--- src/rtl/uart_receiver_with_fifo_unit_macros.svh ---
// Assertion macros for the UART receiver with FIFO.
// Included by the top level; no other dependencies.
`ifndef UART_RECEIVER_WITH_FIFO_UNIT_MACROS_SVH
`define UART_RECEIVER_WITH_FIFO_UNIT_MACROS_SVH

// Same-cycle implication, disabled during reset.
`define URF_ASSERT_IMP(label, clk, rst, ante, cons, msg) \
  label: assert property (@(posedge clk) disable iff (rst) (ante) |-> (cons)) \
    else $error(msg);

// Next-cycle implication, disabled during reset.
`define URF_ASSERT_NXT(label, clk, rst, ante, cons, msg) \
  label: assert property (@(posedge clk) disable iff (rst) (ante) |=> (cons)) \
    else $error(msg);

`endif

--- src/rtl/urf_pkg.sv ---
// Shared types, codes and constants for the UART receiver with FIFO.
// No dependencies.
package urf_pkg;

  localparam int FIFO_DEPTH = 64;
  localparam int PTR_W      = $clog2(FIFO_DEPTH);
  localparam int CNT_W      = (PTR_W > 6) ? PTR_W : 6;

  // result queue between the pipeline and the output port
  localparam int OQ_DEPTH = 3;
  localparam int OQ_W     = 2;

  localparam logic [7:0] BIT_PERIOD_RST  = 8'd52;
  localparam logic [7:0] FIRST_DELAY_RST = 8'd52;
  localparam logic       RX_ENABLE_RST   = 1'b1;
  localparam logic [3:0] LAST_DATA_BIT   = 4'd7;
  localparam logic [3:0] DATA_BITS       = 4'd8;

  typedef enum logic [1:0] {
    ACT_TICK  = 2'd0,
    ACT_READ  = 2'd1,
    ACT_FLUSH = 2'd2
  } action_t;

  typedef enum logic [1:0] {
    CFG_BIT_PERIOD  = 2'd0,
    CFG_FIRST_DELAY = 2'd1,
    CFG_RX_ENABLE   = 2'd2
  } cfg_index_t;

  typedef enum logic {
    RX_IDLE  = 1'b0,
    RX_FRAME = 1'b1
  } rx_state_t;

  typedef struct packed {
    logic       push;
    logic [7:0] push_data;
  } rx_push_t;

  typedef struct packed {
    logic [7:0] read_data;
    logic       read_valid;
    logic [5:0] fifo_count;
    logic       rx_busy;
  } result_t;

  function automatic logic [PTR_W-1:0] ring_next(logic [PTR_W-1:0] p);
    return (p == PTR_W'(FIFO_DEPTH - 1)) ? '0 : p + 1'b1;
  endfunction

endpackage

--- src/rtl/urf_rx.sv ---
// Bit timing and deserializer for the 8N1 receiver, plus its config registers.
// Depends on urf_pkg.
module urf_rx (
  input  logic              clk,
  input  logic              rst,
  input  logic              tick,
  input  logic              level,
  input  logic              cfg_we,
  input  logic [1:0]        cfg_index,
  input  logic [7:0]        cfg_data,
  output urf_pkg::rx_push_t push,
  output logic              busy,
  output logic              busy_next
);
  import urf_pkg::*;

  rx_state_t  state, state_next;
  logic [7:0] countdown, countdown_next;
  logic [3:0] bit_index, bit_index_next;
  logic [7:0] shift_byte, shift_byte_next;
  logic [7:0] bit_period, first_delay;
  logic       rx_enable;
  logic       start, sample;
  logic [7:0] sampled;

  assign start   = tick && (state == RX_IDLE) && rx_enable && !level;
  assign sample  = tick && (state == RX_FRAME) && (countdown <= 8'd1);
  assign sampled = shift_byte | ({7'd0, level} << bit_index[2:0]);

  always_comb begin
    state_next = state;
    case (state)
      RX_IDLE:  if (start) state_next = RX_FRAME;
      RX_FRAME: if (sample && (bit_index >= DATA_BITS)) state_next = RX_IDLE;
      default:  state_next = RX_IDLE;
    endcase
  end

  always_comb begin
    countdown_next  = countdown;
    bit_index_next  = bit_index;
    shift_byte_next = shift_byte;
    push            = '0;
    if (start) begin
      countdown_next  = first_delay;
      bit_index_next  = '0;
      shift_byte_next = '0;
    end else if (tick && (state == RX_FRAME)) begin
      if (!sample) begin
        countdown_next = countdown - 8'd1;
      end else begin
        countdown_next = bit_period;
        if (bit_index < DATA_BITS) begin
          shift_byte_next = sampled;
          bit_index_next  = bit_index + 4'd1;
          if (bit_index == LAST_DATA_BIT) begin
            push.push      = 1'b1;
            push.push_data = sampled;
          end
        end else begin
          bit_index_next = '0;  // stop bit
        end
      end
    end
  end

  assign busy      = (state == RX_FRAME);
  assign busy_next = (state_next == RX_FRAME);

  always_ff @(posedge clk) begin
    if (rst) begin
      state      <= RX_IDLE;
      countdown  <= '0;
      bit_index  <= '0;
      shift_byte <= '0;
    end else begin
      state      <= state_next;
      countdown  <= countdown_next;
      bit_index  <= bit_index_next;
      shift_byte <= shift_byte_next;
    end
  end

  always_ff @(posedge clk) begin
    if (rst) begin
      bit_period  <= BIT_PERIOD_RST;
      first_delay <= FIRST_DELAY_RST;
      rx_enable   <= RX_ENABLE_RST;
    end else if (cfg_we) begin
      case (cfg_index)
        CFG_BIT_PERIOD:  bit_period  <= cfg_data;
        CFG_FIRST_DELAY: first_delay <= cfg_data;
        CFG_RX_ENABLE:   rx_enable   <= cfg_data[0];
        default: ;
      endcase
    end
  end

endmodule

--- src/rtl/urf_fifo.sv ---
// Receive ring FIFO: byte memory with registered read, and pointers.
// Depends on urf_pkg.
module urf_fifo (
  input  logic                     clk,
  input  logic                     rst,
  input  logic                     read,
  input  logic                     flush,
  input  urf_pkg::rx_push_t        push,
  output logic                     empty,
  output logic                     pop_hit,
  output logic [urf_pkg::PTR_W-1:0] count_next,
  output logic [7:0]               rd_data
);
  import urf_pkg::*;

  logic [7:0]       mem [FIFO_DEPTH];
  logic [7:0]       rd_q;
  logic [PTR_W-1:0] wp, rp, wp_next, rp_next, wp_inc;
  logic             full, do_push;

  function automatic logic [PTR_W-1:0] count_of(logic [PTR_W-1:0] w, logic [PTR_W-1:0] r);
    logic [PTR_W:0] sum;
    sum = (w >= r) ? ({1'b0, w} - {1'b0, r})
                   : ((PTR_W+1)'(FIFO_DEPTH) - {1'b0, r} + {1'b0, w});
    return sum[PTR_W-1:0];
  endfunction

  assign wp_inc  = ring_next(wp);
  assign full    = (wp_inc == rp);
  assign empty   = (wp == rp);
  assign do_push = push.push && !full;  // byte dropped when full
  assign pop_hit = read && !empty;

  assign wp_next    = do_push ? wp_inc : wp;
  assign rp_next    = flush ? wp : (pop_hit ? ring_next(rp) : rp);
  assign count_next = count_of(wp_next, rp_next);
  assign rd_data    = rd_q;

  always_ff @(posedge clk) begin
    if (rst) begin
      wp <= '0;
      rp <= '0;
    end else begin
      wp <= wp_next;
      rp <= rp_next;
    end
  end

  always_ff @(posedge clk) begin
    if (do_push) begin
      mem[wp] <= push.push_data;
    end
  end

  always_ff @(posedge clk) begin
    if (pop_hit) begin
      rd_q <= mem[rp];
    end
  end

endmodule

--- src/rtl/urf_outq.sv ---
// Three-entry result queue that decouples the pipeline from the output stall.
// Depends on urf_pkg.
module urf_outq (
  input  logic                    clk,
  input  logic                    rst,
  input  logic                    push,
  input  urf_pkg::result_t        push_item,
  input  logic                    pop,
  output urf_pkg::result_t        head,
  output logic                    valid,
  output logic [urf_pkg::OQ_W-1:0] count
);
  import urf_pkg::*;

  result_t         q [OQ_DEPTH];
  logic [OQ_W-1:0] hd, tl;

  function automatic logic [OQ_W-1:0] wrap_inc(logic [OQ_W-1:0] p);
    return (p == OQ_W'(OQ_DEPTH - 1)) ? '0 : p + 1'b1;
  endfunction

  assign head  = q[hd];
  assign valid = (count != '0);

  always_ff @(posedge clk) begin
    if (rst) begin
      hd    <= '0;
      tl    <= '0;
      count <= '0;
    end else begin
      if (push) tl <= wrap_inc(tl);
      if (pop)  hd <= wrap_inc(hd);
      count <= count + OQ_W'(push) - OQ_W'(pop);
    end
  end

  always_ff @(posedge clk) begin
    if (push) begin
      q[tl] <= push_item;
    end
  end

endmodule

--- src/rtl/uart_receiver_with_fifo_unit.sv ---
// UART 8N1 receiver with receive FIFO, top level.
// Depends on urf_pkg, urf_rx, urf_fifo, urf_outq and the assertion macro header.
//
// Usage:
//  - Input channel (in_valid/in_stall) carries one transaction per timer tick,
//    read request or flush: action (0 tick, 1 read, 2 flush, 3 no-op) and
//    rx_level, the line level seen at that tick.
//  - Output channel (out_valid/out_stall) returns exactly one transaction per
//    input transaction, in order: read_data/read_valid for reads, plus the
//    FIFO byte count and the receiver busy flag after that transaction.
//  - Config channel (cfg_valid/cfg_ready) writes bit_period (index 0),
//    first_sample_delay (1) and rx_enable (2); cfg_ready is always high.
//    Write only while no transaction is in flight.
// Timing:
//  - One input transaction per clock sustained while out_stall stays low. The
//    FIFO memory has a registered read, so a result passes through the
//    pipeline register, then the result queue, before it reaches the output.
//  - in_stall comes from registers only: it rises once the three-entry result
//    queue and the pipeline register together hold three results.
// Reset: config returns to 52/52/enabled, receiver goes idle, FIFO pointers
//    go empty. The byte memory is not cleared; no clearing pass is needed.
`include "uart_receiver_with_fifo_unit_macros.svh"

module uart_receiver_with_fifo_unit (
  input  logic       clk,
  input  logic       rst,
  // input transactions
  input  logic       in_valid,
  output logic       in_stall,
  input  logic [1:0] action,
  input  logic       rx_level,
  // config writes
  input  logic       cfg_valid,
  output logic       cfg_ready,
  input  logic [1:0] cfg_index,
  input  logic [7:0] cfg_data,
  // result transactions
  output logic       out_valid,
  input  logic       out_stall,
  output logic [7:0] read_data,
  output logic       read_valid,
  output logic [5:0] fifo_count,
  output logic       rx_busy
);
  import urf_pkg::*;

  logic             in_accept;
  logic             is_tick, is_read, is_flush;
  rx_push_t         rx_push;
  logic             rx_frame, rx_frame_next;
  logic             fifo_empty, pop_hit;
  logic [PTR_W-1:0] count_next;
  logic [CNT_W-1:0] count_ext;
  logic [7:0]       rd_data;

  // pipeline register: waits for the registered memory read data
  logic             p1_valid;
  logic             p1_read_valid;
  logic [5:0]       p1_count;
  logic             p1_busy;
  result_t          p1_result;

  result_t          q_head;
  logic [OQ_W-1:0]  q_count;
  logic             out_pop;

  assign in_accept = in_valid && !in_stall;
  assign is_tick   = in_accept && (action == ACT_TICK);
  assign is_read   = in_accept && (action == ACT_READ);
  assign is_flush  = in_accept && (action == ACT_FLUSH);
  assign cfg_ready = 1'b1;

  // Credit check on registers only; three slots cover the pipeline register's lag.
  assign in_stall = ({1'b0, q_count} + (OQ_W+1)'(p1_valid)) >= (OQ_W+1)'(OQ_DEPTH);

  urf_rx u_rx (
    .clk       (clk),
    .rst       (rst),
    .tick      (is_tick),
    .level     (rx_level),
    .cfg_we    (cfg_valid && cfg_ready),
    .cfg_index (cfg_index),
    .cfg_data  (cfg_data),
    .push      (rx_push),
    .busy      (rx_frame),
    .busy_next (rx_frame_next)
  );

  urf_fifo u_fifo (
    .clk        (clk),
    .rst        (rst),
    .read       (is_read),
    .flush      (is_flush),
    .push       (rx_push),
    .empty      (fifo_empty),
    .pop_hit    (pop_hit),
    .count_next (count_next),
    .rd_data    (rd_data)
  );

  assign count_ext = CNT_W'(count_next);

  always_ff @(posedge clk) begin
    if (rst) begin
      p1_valid <= 1'b0;
    end else begin
      p1_valid <= in_accept;
    end
  end

  always_ff @(posedge clk) begin
    if (in_accept) begin
      p1_read_valid <= pop_hit;
      p1_count      <= count_ext[5:0];
      p1_busy       <= rx_frame_next;
    end
  end

  // memory data lands now; zero unless this transaction read a byte
  always_comb begin
    p1_result.read_data  = p1_read_valid ? rd_data : 8'd0;
    p1_result.read_valid = p1_read_valid;
    p1_result.fifo_count = p1_count;
    p1_result.rx_busy    = p1_busy;
  end

  assign out_pop = out_valid && !out_stall;

  urf_outq u_outq (
    .clk       (clk),
    .rst       (rst),
    .push      (p1_valid),
    .push_item (p1_result),
    .pop       (out_pop),
    .head      (q_head),
    .valid     (out_valid),
    .count     (q_count)
  );

  assign read_data  = q_head.read_data;
  assign read_valid = q_head.read_valid;
  assign fifo_count = q_head.fifo_count;
  assign rx_busy    = q_head.rx_busy;

  // queue never receives a result it has no room for
  `URF_ASSERT_IMP(a_oq_no_overflow, clk, rst, (q_count == OQ_W'(OQ_DEPTH)), !p1_valid,
                  "result queue overflow")

  // a read on an empty FIFO never reports a byte
  `URF_ASSERT_NXT(a_empty_read, clk, rst, (is_read && fifo_empty),
                  (p1_valid && !p1_read_valid), "read of empty FIFO returned data")

  // a frame only ends on a tick
  `URF_ASSERT_IMP(a_frame_end_on_tick, clk, rst, $fell(rx_frame), $past(is_tick),
                  "receiver left frame without a tick")

endmodule

--- config.mk ---
export PLATFORM = sky130hd
export DESIGN_NAME = uart_receiver_with_fifo_unit
export DESIGN_NICKNAME = d
export VERILOG_FILES = /design/src/rtl/urf_pkg.sv /design/src/rtl/urf_rx.sv /design/src/rtl/urf_fifo.sv /design/src/rtl/urf_outq.sv /design/src/rtl/uart_receiver_with_fifo_unit.sv
export VERILOG_INCLUDE_DIRS = /design/src /design/src/rtl
export SDC_FILE = /design/constraint.sdc
export NUM_CORES = 1
export LEC_CHECK = 0
export ABC_AREA = 1
export BUFFER_PORTS_ARGS = -buffer_cell sky130_fd_sc_hd__buf_2
export CORE_UTILIZATION = 40
export CTS_CLUSTER_SIZE = 20
export DETAILED_ROUTE_END_ITERATION = 10
export GPL_ROUTABILITY_DRIVEN = 1
export HOLD_SLACK_MARGIN = 0.06
export PLACE_DENSITY_LB_ADDON = 0.05
export SYNTH_ARGS = -nofsm -noshare
export SYNTH_HDL_FRONTEND = slang
export SYNTH_SLANG_ARGS = --single-unit
--- constraint.sdc ---
create_clock -name clk -period 10.7 [get_ports clk]
set_input_delay 2.14 -clock clk [delete_from_list [all_inputs] [get_ports clk]]
set_output_delay 2.14 -clock clk [all_outputs]
set_load 0.05 [all_outputs]
# After elaboration in Yosys (flattened, before gate mapping)
# Memory sizes are Yosys's and may differ from the RTL's. A register that Yosys moved wholly into a read port is not among the register bits.
# Index checks and enable logic that the tools add are counted.
# word_totals
mem_bits_ro	0
ff_bits	65
inputBits	18
memories	2
latchBits	0
ram_bits	560
# memory_table
memory	depth	width	rd	rd_ports_with_merged_regs	wr	line	text
u_fifo.mem	64	8	1	1	1	urf_fifo.sv:16	logic [7:0] mem [FIFO_DEPTH];
u_outq.q	3	16	1	1	1	urf_outq.sv:15	result_t q [OQ_DEPTH];
# classes
div_mod_pow	0
bitwise_logic	2
shift	1
addsub	12
mul	0
reduce_logical	28
n_eq_ne	11
muxes	27
order_cmp	5
# op_table
op	n
two-way mux 9 bit	5
two-way mux 6 bit	6
two-way mux 8 bit	4
logical AND 1 bit	13
adder 6 x 1 -> 6 bit, second input constant	2
equality test 6 bit	2
equality test 6 bit, second input constant	2
equality test 2 bit, second input constant	4
<= comparator 8 x 1 -> 1 bit, second input constant	1
two-way mux 2 bit	4
bitwise OR 8 bit	1
AND reduction 2 bit	4
left shift 1 x 3 -> 8 bit	1
subtractor 8 x 1 -> 8 bit, second input constant	1
adder 6 bit	1
greater-or-equal comparator 6 bit	1
two-way mux 1 bit	6
subtractor 1 x 6 -> 6 bit, first input constant	1
subtractor 6 bit	1
zero test 1 bit	5
adder 2 x 1 -> 2 bit, second input constant	2
adder 4 x 1 -> 4 bit, second input constant	1
equality test 2 x 1 -> 1 bit, second input constant	2
equality test 4 x 3 -> 1 bit, second input constant	1
other kinds (13)	15

# Longest topological paths before layout
# depth
depth_word	14
mapped_depth	25
ltp_nobuf	24

# Hierarchy
# From an unflattened synthesis, not the netlist that was laid out.
# unflattened
hier_cells	2209
area_unflattened_um2	26322.7
# modules_own_cells
mod	instances	seq_area_each_um2	cells_each	area_each_um2
urf_fifo	1	15855.2	1723	21673.3
urf_outq	1	1601.5	162	2194.6
urf_rx	1	760.7	278	2014.4
uart_receiver_with_fifo_unit	1	260.2	46	440.4

# Worst setup path before layout
# Ideal clock, no wire load.
# synth_path
path_type	input -> register
start	in in_valid
end	mem u_fifo.mem[0][0], data pin
slack_ns	5.604
stages	8
n_path_buf	0
t_arrival_ns	4.597
t_required_ns	10.201
cell_sequence	nand3_2 nor3_2 nand2_1 nor2_4 nand2_4 nor2_8 inv_1 nor2_1
# synth_rtl
element	line	text
start, declared	uart_receiver_with_fifo_unit.sv:28	input logic in_valid,
end, declared	urf_fifo.sv:16	

# Final worst setup path
# layout_path
start	reg u_fifo.rp[1]
end	reg p1_count[5], data pin
# layout_between
elab_chain_len	8
# layout_rtl
element	line	text
start, declared	urf_fifo.sv:18	logic [PTR_W-1:0] wp, rp, wp_next, rp_next, wp_inc;
start signal, assigned	urf_fifo.sv:45	rp <= rp_next;
equality test 6 bit (*)	urf_fifo.sv:30	assign empty = (wp == rp);
zero test 1 bit (*)	urf_fifo.sv:32	assign pop_hit = read && !empty;
logical AND 1 bit (*)	urf_fifo.sv:32	
via pop_hit	uart_receiver_with_fifo_unit.sv:51	logic fifo_empty, pop_hit;
two-way mux 6 bit (*) (2 in series)	urf_fifo.sv:35	assign rp_next = flush ? wp : (pop_hit ? ring_next(rp) : rp);
subtractor 1 x 6 -> 6 bit	urf_fifo.sv:24	: ((PTR_W+1)'(FIFO_DEPTH) - {1'b0, r} + {1'b0, w});
adder 6 bit	urf_fifo.sv:24	
two-way mux 6 bit (*)	urf_fifo.sv:23	sum = (w >= r) ? ({1'b0, w} - {1'b0, r})
via count_ext[5]	uart_receiver_with_fifo_unit.sv:53	logic [CNT_W-1:0] count_ext;
end signal, assigned	uart_receiver_with_fifo_unit.sv:114	p1_count <= count_ext[5:0];
end, declared	uart_receiver_with_fifo_unit.sv:59	logic [5:0] p1_count;
# The timed path passes the listed nets; every way through them passes the cells marked *.
# A chain may end at the register's enable or synchronous reset.

==> impl_metrics.ini <==
[synth]
asyncSetResetFlopFracSynth_pct = 0
main_synth_ff_type = edfxtp_1
syn-num-nets = 2289
synth-warning-count = 0
synth_cells = 2255
syn_area_mm2 = 0.02616
synth_largest_type_area_fraction_pct = 66.11
ys_seq_area_share_pct = 70.63
post_synth_num_cell_types = 47
synth_area_leaders = edfxtp_1 66%, o21ai_0 6.2%, nor2_1 6.1%
post-synth-top-area-cell = edfxtp_1
synth-edff-count = 576
syn_area_per_cell_um2 = 11.60
synth_seq_cells = 635

[drt]
number_of_vias_after_detailed_routing = 17358
first_iter_violations = 1522
drt_wl_total_um = 71630
ant_nets = 0
via_per_inst = 5.491
drc = 0
wire_per_inst_um = 22.66
drtPass1Iterations = 6

[timing]
maxSlewHeadroom_pct = 26.09
final_total_negative_setup_slack_ns = 0
finalWorstSetupSlack_ns = 5.909
max_freq_ghz = 0.2087
hold_viol_final = 0
finalClockSkew_ns = 0.01945
number_of_endpoints_failing_setup_at_the_final_stage = 0
worst_max_slew_pin_slew_ns = 1.100
final-max-slew-violation-count = 0
rsz0062_at_grt = false
post-route-period-util_pct = 44.77
period_needed_ns = 4.791

[clock_tree]
clockRootBuffer = clkbuf_16
clk_latency_ns = 0.61
cts_buffer_depth = 3
cts-hold-fix-buffers = 0
post_cts_setup_buffer_count = 0
tritoncts = yes
ctsHtreeMaxLevel = 3
cts_made_buffers = 70
clk_transition_reported_paths_ns = 0.06
cts.sinks = 635
cts_resized = 0

[worst_setup_path]
critical_path.slowest_cell = clkinv_2
worst-path-max-fanout = 71
crit_path_start_kind = register
worst_path_most_repeated_cell = nand2_1
critPathRequiredTime_ns = 11.06
path_cells = clkinv_2 -> nand2_1 -> nand2_1 -> nor2_1 -> nand3_1 -> nand2_2 -> inv_1 -> nand2_1 -> nand2_1 -> inv_1 -> o21ai_0 -> o21ai_0 -> ha_1 -> a21oi_1 -> o21ai_0 -> a21o_1 -> a21oi_1 -> nand3_1 -> nand2_1 -> nand2_1 -> nand2_1 -> inv_1
end_kind = register
slowest_delay_ns = 0.88
timing.critical_path.max_delay_family = simple AND/OR/NAND/NOR gates
crit_type = reg2reg
timing.critical_path.buf_inv = 4
arrival_ns = 5.15

[layout]
drive_above_1_share_pct = 9.020
num-fill-cells = 5959
synthesis_to_finish_area_growth_pct = 12.33
finish.utilization_pct = 45.51
diodes = 0
fin_nets = 2284

[placed_design]
dp_hpwl_um = 40740
place_congestion = 0.8157
post-place-ws_ns = 5.365
port_buffers = 35

[global_route]
grt_overflow_total = 0
grt_pass1_wl_um = 108600
groute.usage.overall_pct = 21.66
grt_antenna_before_repair = 1
grt_pass1_vias = 17204
grt_start_max_net_pins = 93

[pwr]
power_density_mw_per_mm2 = 186.3
power.leakage_nw = 9.748
peakVddDrop_uv = 98.63

[run]
cap_violations = 0

[die]
fp.dieW_um = 257.7
core_mm2 = 0.06458
starting_density_of_the_core_pct = 40.51
num_io_pins = 37
chipHeight_um = 257.7
dieArea_mm2 = 0.06643
rows = 93

[hold_path]
hp-class = reg2reg

[outcome]
outcome = complete, no violations
[layout make-up]
type                            count  area (um2)  area share (%)
Sequential cell                   635       18490           62.90
Multi-Input combinational cell   1388        6844           23.29
Clock buffer                       83        1843           6.271
Tap cell                          855        1070           3.640
Clock inverter                     45       419.2           1.426
Timing Repair Buffer               60       362.8           1.235
Inverter                           95       362.8           1.235
[worst min-delay path, cell delays in order, from the launching register on]
cell and delay [ns]:
dfxtp_1 0.31, inv_1 0.05, a211oi_1 0.05
[final timing paths]
check                             startpoint                               to  slack [ns]  depth (start not counted)
max reg2reg          u_fifo.rp[1]$_SDFF_PP0_            p1_count[5]$_DFFE_PP_        5.91                         22
max                  u_fifo.rp[1]$_SDFF_PP0_            p1_count[5]$_DFFE_PP_        5.91                         22
min          u_rx.shift_byte[0]$_SDFFE_PP0P_  u_rx.shift_byte[0]$_SDFFE_PP0P_        0.46                          2
min reg2reg  u_rx.shift_byte[0]$_SDFFE_PP0P_  u_rx.shift_byte[0]$_SDFFE_PP0P_        0.46                          2
[synth_stat cells, drive strengths merged, types with 2 or more instances]
| cell | n |
|---|---|
| a211oi | 9 |
| a21oi | 91 |
| a31oi | 7 |
| buf | 39 |
| clkbuf | 98 |
| clkinv | 2 |
| dfxtp | 59 |
| edfxtp | 576 |
| ha | 15 |
| inv | 93 |
| nand2 | 260 |
| nand3 | 43 |
| nand4 | 28 |
| nor2 | 428 |
| nor3 | 13 |
| o211ai | 6 |
| o21a | 2 |
| o21ai | 328 |
| o221ai | 3 |
| o22ai | 133 |
| xnor2 | 2 |
| xor2 | 11 |
[metal layers]
| metal | wire length (um) | global-route usage (%) |
|---|---|---|
| met3 | 3976 | 3.367 |
| met1 | 32470 | 30.43 |
| met4 | 1921 | 7.380 |
| met5 | 13 | 0 |
| met2 | 33240 | 34.30 |
[report_power, final]
part | leakage, nW | internal [mW] | total [mW] | switching [mW]
Clock | 1.12 | 1.41 | 2.40 | 0.989
Sequential | 5.41 | 2.70 | 2.72 | 0.0172
Combinational | 3.21 | 0.0856 | 0.359 | 0.273
[placed cells by master (no fill, tap or decap), types with 4 or more instances in the layout]
cell type,n
edfxtp_1,576
nor2_1,414
o21ai_0,325
nand2_1,253
o22ai_1,133
a21oi_1,90
inv_1,86
clkbuf_16,72
dfxtp_1,56
buf_2,35
nand3_1,34
nand4_1,28
buf_4,25
clkinv_2,18
clkinv_1,16
ha_1,15
xor2_1,11
clkbuf_1,11
nor3_1,10
nor2_4,9
a211oi_1,9
a31oi_1,7
bufinv_16,7
o211ai_1,6
nand3_4,6
inv_2,5
inv_6,4
[flip-flops by register name, indices dropped and copies added (netlist names), 8 cells and up, named ones only]
name,cells
u_fifo.mem,512
u_fifo.rd_data,8
u_outq.q,48
u_rx.bit_period,8
u_rx.countdown,8
u_rx.first_delay,8
u_rx.shift_byte,8
[cell families (layout without fill, tap and decap cells)]
logic type               count (synthesis)  after routing  synth area share [%]
flip-flops                             635            635                 70.63
buffers and inverters                  232            283                 3.529
AO/OA/AOI/OAI                          583            583                 12.14
AND/OR/NAND/NOR                        775            775                 12.46
adder cells (fa/ha/maj)                 16             16                0.7939
XOR/XNOR                                13             13                0.4352
other                                    1              1               0.01433
[metrics by stage]
| step | instances | total power, mW | area, um2 | hold slack, ns |
|---|---|---|---|---|
| after global placement | 3033 | 3.132 | 27130 | 0.4494 |
| after CTS | 3161 | 5.537 | 29390 | 0.4636 |
| final | 3161 | 5.474 | 29390 | 0.4593 |
| after floorplan | 2255 | 3.035 | 26160 | 0.4291 |
| after global routing | 3161 | 5.659 | 29390 | 0.4803 |
| after detailed placement | 3033 | 3.135 | 27130 | 0.4517 |
Note: power is estimated with default switching activity, not from simulation.
